[config.mk]
export PLATFORM = sky130hd
export DESIGN_NAME = ect_ctrl
export DESIGN_NICKNAME = d
export VERILOG_FILES = /design/src/sv/external_clock_timer_bank_assert.svh /design/src/sv/ect_pkg.sv /design/src/sv/ect_ctrl.sv
export SDC_FILE = /design/constraint.sdc
export NUM_CORES = 1
export LEC_CHECK = 0
export ABC_AREA = 1
export BUFFER_PORTS_ARGS = -buffer_cell sky130_fd_sc_hd__buf_2
export CAP_MARGIN = 40
export CORE_MARGIN = 2
export CORE_UTILIZATION = 40
export CTS_BUF_LIST = sky130_fd_sc_hd__clkbuf_4
export DETAILED_ROUTE_END_ITERATION = 7
export PLACE_DENSITY = 0.72
export SETUP_SLACK_MARGIN = 0.2
export SLEW_MARGIN = 20
export SYNTH_ARGS = -nofsm -noshare
export SYNTH_HDL_FRONTEND = slang
export SYNTH_SLANG_ARGS = --single-unit
[constraint.sdc]
create_clock -name i_clk -period 1.1 [get_ports i_clk]
set_input_delay 0.22 -clock i_clk [delete_from_list [all_inputs] [get_ports i_clk]]
set_output_delay 0.22 -clock i_clk [all_outputs]
set_load 0.005 [all_outputs]
[src/sv/external_clock_timer_bank_assert.svh]
// ----------------------------------------------------------------------------
// timer bank assertion macros
// shared assertion forms for the timer bank
// ----------------------------------------------------------------------------
`ifndef EXTERNAL_CLOCK_TIMER_BANK_ASSERT_SVH
`define EXTERNAL_CLOCK_TIMER_BANK_ASSERT_SVH

// implication checked on every edge outside reset
`define ECT_ASSERT_IMP(label, clk, rst_n, lhs, rhs) \
    label: assert property (@(posedge clk) disable iff (!rst_n) (lhs) |-> (rhs)) \
        else $error("assertion failed");

// next-cycle implication
`define ECT_ASSERT_NXT(label, clk, rst_n, lhs, rhs) \
    label: assert property (@(posedge clk) disable iff (!rst_n) (lhs) |=> (rhs)) \
        else $error("assertion failed");

`endif

[src/sv/ect_pkg.sv]
// ----------------------------------------------------------------------------
// ect_pkg
// types, constants and command structs of the timer bank
// ----------------------------------------------------------------------------
package ect_pkg;

    localparam int NUM_TIMERS_DEF = 16;
    localparam logic [62:0] TIME_MAX = {63{1'b1}};
    localparam logic [30:0] OVR_MAX = {31{1'b1}};

    localparam logic [1:0] ACT_SET   = 2'd0;
    localparam logic [1:0] ACT_ARM   = 2'd1;
    localparam logic [1:0] ACT_QUERY = 2'd2;

    localparam logic [1:0] KIND_EXPIRY = 2'd0;
    localparam logic [1:0] KIND_STATUS = 2'd1;
    localparam logic [1:0] KIND_CLOCK  = 2'd2;

    typedef enum logic [3:0] {
        S_IDLE,
        S_SCAN,
        S_PICK,
        S_DIV,
        S_RESCHED,
        S_OUT_EVT,
        S_OUT_CLK,
        S_OUT_STAT,
        S_WAIT
    } t_state;

    typedef struct packed {
        logic load_in;
        logic set_clock;
        logic scan_clear;
        logic scan_step;
        logic div_start;
        logic fire;
        logic arm_write;
        logic out_evt;
        logic out_clk;
        logic out_stat;
    } t_cmd;

    typedef struct packed {
        logic       scan_last;
        logic       have_pick;
        logic       pick_periodic;
        logic       div_done;
        logic [1:0] action;
        logic       idx_valid;
        logic       pick_report;
    } t_sts;

endpackage

[src/sv/ect_ctrl.sv]
// ----------------------------------------------------------------------------
// ect_ctrl
// sequencer for clock updates, arming and queries
// ----------------------------------------------------------------------------
module ect_ctrl
    import ect_pkg::*;
(
    input  logic i_clk,
    input  logic i_rst_n,
    input  logic i_valid,
    output logic o_stall,
    output logic o_valid,
    input  logic i_stall,
    input  t_sts i_sts,
    output t_cmd o_cmd
);

    t_state r_state, n_state;
    t_state r_after, n_after;
    logic   r_ovalid, n_ovalid;

    always_ff @(posedge i_clk) begin
        if (!i_rst_n) begin
            r_state  <= S_IDLE;
            r_after  <= S_IDLE;
            r_ovalid <= 1'b0;
        end else begin
            r_state  <= n_state;
            r_after  <= n_after;
            r_ovalid <= n_ovalid;
        end
    end

    assign o_valid = r_ovalid;
    assign o_stall = (r_state != S_IDLE);

    always_comb begin
        n_state  = r_state;
        n_after  = r_after;
        n_ovalid = r_ovalid;
        o_cmd    = '0;
        if (r_ovalid && !i_stall) n_ovalid = 1'b0;
        case (r_state)
            S_IDLE: begin
                if (i_valid) begin
                    o_cmd.load_in = 1'b1;
                    n_state = S_PICK;
                end
            end
            S_PICK: begin
                case (i_sts.action)
                    ACT_SET: begin
                        o_cmd.set_clock  = 1'b1;
                        o_cmd.scan_clear = 1'b1;
                        n_state = S_SCAN;
                    end
                    ACT_ARM, ACT_QUERY: begin
                        n_state = S_WAIT;
                        n_after = S_OUT_STAT;
                    end
                    default: n_state = S_IDLE;
                endcase
            end
            S_SCAN: begin
                o_cmd.scan_step = 1'b1;
                if (i_sts.scan_last) n_state = S_RESCHED;
            end
            S_RESCHED: begin
                if (!i_sts.have_pick) begin
                    n_state = S_WAIT;
                    n_after = S_OUT_CLK;
                end else if (i_sts.pick_periodic) begin
                    o_cmd.div_start = 1'b1;
                    n_state = S_DIV;
                end else begin
                    n_state = S_OUT_EVT;
                end
            end
            S_DIV: begin
                if (i_sts.div_done) n_state = S_OUT_EVT;
            end
            S_OUT_EVT: begin
                if (!i_sts.pick_report) begin
                    o_cmd.fire       = 1'b1;
                    o_cmd.scan_clear = 1'b1;
                    n_state = S_SCAN;
                end else if (!r_ovalid || !i_stall) begin
                    o_cmd.out_evt    = 1'b1;
                    o_cmd.fire       = 1'b1;
                    o_cmd.scan_clear = 1'b1;
                    n_ovalid = 1'b1;
                    n_state  = S_SCAN;
                end
            end
            S_WAIT: begin
                if (!r_ovalid || !i_stall) n_state = r_after;
            end
            S_OUT_CLK: begin
                o_cmd.out_clk = 1'b1;
                n_ovalid = 1'b1;
                n_state  = S_IDLE;
            end
            S_OUT_STAT: begin
                o_cmd.out_stat  = 1'b1;
                o_cmd.arm_write = (i_sts.action == ACT_ARM);
                n_ovalid = 1'b1;
                n_state  = S_IDLE;
            end
            default: n_state = S_IDLE;
        endcase
    end

endmodule

* Word level (Yosys, flattened, before mapping) *
Index checks and enable logic that the tools add are counted.

cells by class
  bitwise logic cells = 0
  multiplexer cells = 34
  order comparisons = 0
  equality and inequality tests = 17
  multipliers = 0
  divide/modulo/power cells = 0
  reduce and logical (&&, ||, !) cells = 12
  shift-type cells = 0
  add/subtract/negate cells = 0

operators with widths
  kind                                                  count
  two-way mux 4 bit                                     9
  case mux 4 bit (7 select lines)                       1
  two-way mux 1 bit                                     18
  equality test 4 x 3 -> 1 bit (second input constant)  4
  case mux 4 bit (2 select lines)                       2
  != test 2 bit (second input constant)                 5
  equality test 4 x 2 -> 1 bit (second input constant)  2
  AND reduction 5 bit                                   1
  equality test 4 x 1 -> 1 bit (second input constant)  1
  equality test 4 bit (second input constant)           1
  zero test 4 bit                                       1
  case mux 1 bit (2 select lines)                       2
  nonzero test 4 bit                                    1
  OR reduction 2 bit                                    2
  two-way mux 3 bit                                     1
  != test 3 bit (second input constant)                 1
  AND reduction 3 bit                                   1
  equality test 2 x 1 -> 1 bit (second input constant)  1
  equality test 2 bit (second input constant)           1
  zero test 1 bit                                       2
  zero test 2 bit                                       1
  two-way mux 2 bit                                     1
  != test 2 x 1 -> 1 bit (second input constant)        1
  nonzero test 2 bit                                    1
  other kinds (2)                                       2

word-level totals
  register bits after elaboration = 9
  memories = 0
  latch bits = 0
  memory bits (read-only) = 0
  word-level logic and storage cells = 66
  memory bits (writable) = 0

* Logic depth before layout (Yosys ltp) *
  depth in word-level cells = 6
  gate-level depth with buffers = 8
  gate-level depth less buffers = 8

* Least setup slack after synthesis *
OpenSTA, ideal clock, no wires.

  path kind = register to output
  start point = reg r_state[1]
  end point = out o_cmd[9] (netlist bit)
  data required time = 0.880 ns
  data arrival time = 0.844 ns
  slack = 0.036 ns
  buffers on the path = 0
  cell stages (with the launch flop) = 4
  cells stage by stage = dfxtp_1 -> nor2_1 -> nand2_1 -> nor2_1

RTL lines
  item                      line            source
  start: declaration        ect_ctrl.sv:18  t_state r_state, n_state;
  start signal: assignment  ect_ctrl.sv:28  r_state <= n_state;
  end: declaration          ect_ctrl.sv:15  output t_cmd o_cmd

==> results.ini <==
[status]
status=finished with violations
violations=negative setup slack

[grt]
grt_pass1_wl_um=2460
grt_util_all_layers_pct=21.9
antenna_found_initial=0
overflow=0
grt_pass1_vias=610
grt_max_degree=6

[setup_path]
worstPathCellList=nor2_4, nand2_2, o22ai_2, buf_2
end_kind=output pin
crit_required_ns=0.88
critPathLaunch=r_state[3]$_SDFFE_PN0P_
path_delay_family=flip-flops
arrival_ns=1.18
r2r-start=r_state[3]$_SDFFE_PN0P_
cp_slowest_cell=dfxtp_4
crit_path_start_kind=flip-flop
path_class=flip-flop to output pin
crit_fanout=5
worst-path-buf-inv=1
cp_slowest_stage_delay_ns=0.37

[worst_hold_path]
hold_path_startpoint=i_rst_n
hold_path.class=input pin to flip-flop

[timing]
drv_slew=0
setup_viol=14
period_minus_slack_ns=1.40
rsz0062_at_grt=true
tightest_slew_ns=0.246
fmaxAchievable_mhz=713
whs_ns=0.191
layout_setup_ws_ns=-0.302
fin_crit_sh_pct=127
hold_violations=0
finalClockSkew_ns=0.00920
slew_headroom_pct=83.6

[yosys]
synth_nets=106
synth-seq-cells=7
ys_types=16
ys_warn_count=0
syn_avg_cell_area_um2=5.90
synthCells=92
yosysSeqAreaShare_pct=25.8
syn-cell-area_um2=543

[pwr]
pwr_density_cell_nw_per_um2=968
p_leak_nw=0.540
peakVddDrop_uv=833
power_mw=0.965

[die]
die_w_um=40.8
die_area_um2=1670
core_um2=1280
initial_core_util_pct=42.3
die_y_um=40.8
rows=13
io_pins=24

[routing]
drt_iter0_markers=23
drt_pass1_iterations=4
wirelength_um=1910
wl_per_cell_um=13.4
drcViolationCount=0
ant_nets=0
vias=756
vias_per_cell=5.29

[clock_tree]
clock_sinks=7
clk_pin_slew_ns=0.06
insertion_delay_ns=0.25
cts.path.max_buffers=2
cts_buffers=3
cts_max_level=1
tritoncts=done
holdBufCountCts=0
cts_root_buf=clkbuf_4

[cells_and_area]
fin_nets=143
num_antenna_cells=0
synthToLayoutAreaGrowth_pct=83.6
final_cell_mix=buf_2, inv_1, nand2_1
drive_gt1_share_pct=64.8
fillers=91
layout_commonest_cell=buf_2

[placed_design]
io_buffers=22
gp_congestion=0.870
place_hpwl_um=1140

[flow_run]
drv_cap=0

## final cells by class
class	count	area, um^2	share of cell area [%]
Clock buffer	4	30.0	3.01
Inverter	20	82.6	8.28
Multi-Input combinational cell	65	503	50.4
Sequential cell	7	156	15.7
Tap cell	15	18.8	1.88
Timing Repair Buffer	32	206	20.7
## Yosys cell counts
| master | number | area share, % |
|---|---|---|
| a21oi_2 | 1 | 1.6 |
| o21ai_0 | 1 | 0.92 |
| and3_1 | 1 | 1.2 |
| inv_1 | 20 | 14 |
| dfxtp_1 | 7 | 26 |
| nor2_4 | 2 | 4.1 |
| a21oi_1 | 3 | 2.8 |
| nand4_1 | 1 | 1.2 |
| o22ai_1 | 1 | 1.2 |
| nand2_1 | 22 | 15 |
| ha_1 | 2 | 4.6 |
| nor2_1 | 11 | 7.6 |
| nor2_2 | 4 | 4.6 |
| a31oi_1 | 1 | 1.2 |
| nor3b_1 | 1 | 1.4 |
| nand3_1 | 14 | 13 |
## worst min-delay path: stages
cell and delay (ns):
buf_2 0.10, nand2_1 0.05, inv_1 0.04
## power breakdown
group          internal, mW  switching (mW)  total [mW]
clock network         0.163          0.0957       0.259
logic                 0.174           0.215       0.389
registers             0.277          0.0399       0.317
total                 0.614           0.351       0.965
## logic make-up (layout without fill, tap and decap cells)
| logic type | count (synthesis) | in the layout | share of synthesized area (%) |
|---|---|---|---|
| simple gates | 56 | 56 | 48.2 |
| buf+inv | 20 | 56 | 13.8 |
| compound gates | 7 | 7 | 7.60 |
| flops | 7 | 7 | 25.8 |
| fa+ha+maj | 2 | 2 | 4.61 |
## path summary, 6_finish.rpt
check / end / slack (ns) / cells past startpoint
max: o_cmd[7] / -0.30 / 4
min: r_state[3]$_SDFFE_PN0P_ / 0.19 / 3
max reg2reg: r_state[2]$_SDFFE_PN0P_ / -0.22 / 8
min reg2reg: r_after[0]$_SDFFE_PN0P_ / 0.47 / 2
## through the flow
stage | cell area, um^2 | std cells | setup TNS, ns | utilization, % | setup WS, ns
5_1_grt | 997 | 143 | -4.12 | 77.6 | -0.359
3_3_place_gp | 718 | 130 | -0.196 | 55.9 | -0.0359
3_5_place_dp | 718 | 130 | -0.300 | 55.9 | -0.0524
2_1_floorplan | 582 | 92 | 0 | - | 0.0785
6_report | 997 | 143 | -3.07 | 77.6 | -0.302
4_1_cts | 881 | 141 | -2.79 | 68.5 | -0.263
## sequential cells by signal, indices dropped and copies added (netlist names)
name / count
o_valid: 1
r_after: 2
r_state: 4
## repair_timing
| action | 4_1_cts | 5_1_grt |
|---|---|---|
| pin swaps | 12 | 13 |
| setup buffers | 7 | 2 |
| gates resized for setup | 22 | 26 |
| setup endpoints to repair | 19 | 19 |
## layer usage
layer / up-vias / GRT usage [%] / routed length (um)
li1: 360 / - / -
met1: 356 / 26.5 / 729
met2: 30 / 39.1 / 1000
met3: 10 / 1.63 / 108
met4: 0 / 9.17 / 72
met5: - / 0 / 0
Note: power is estimated with default switching activity, not from simulation.
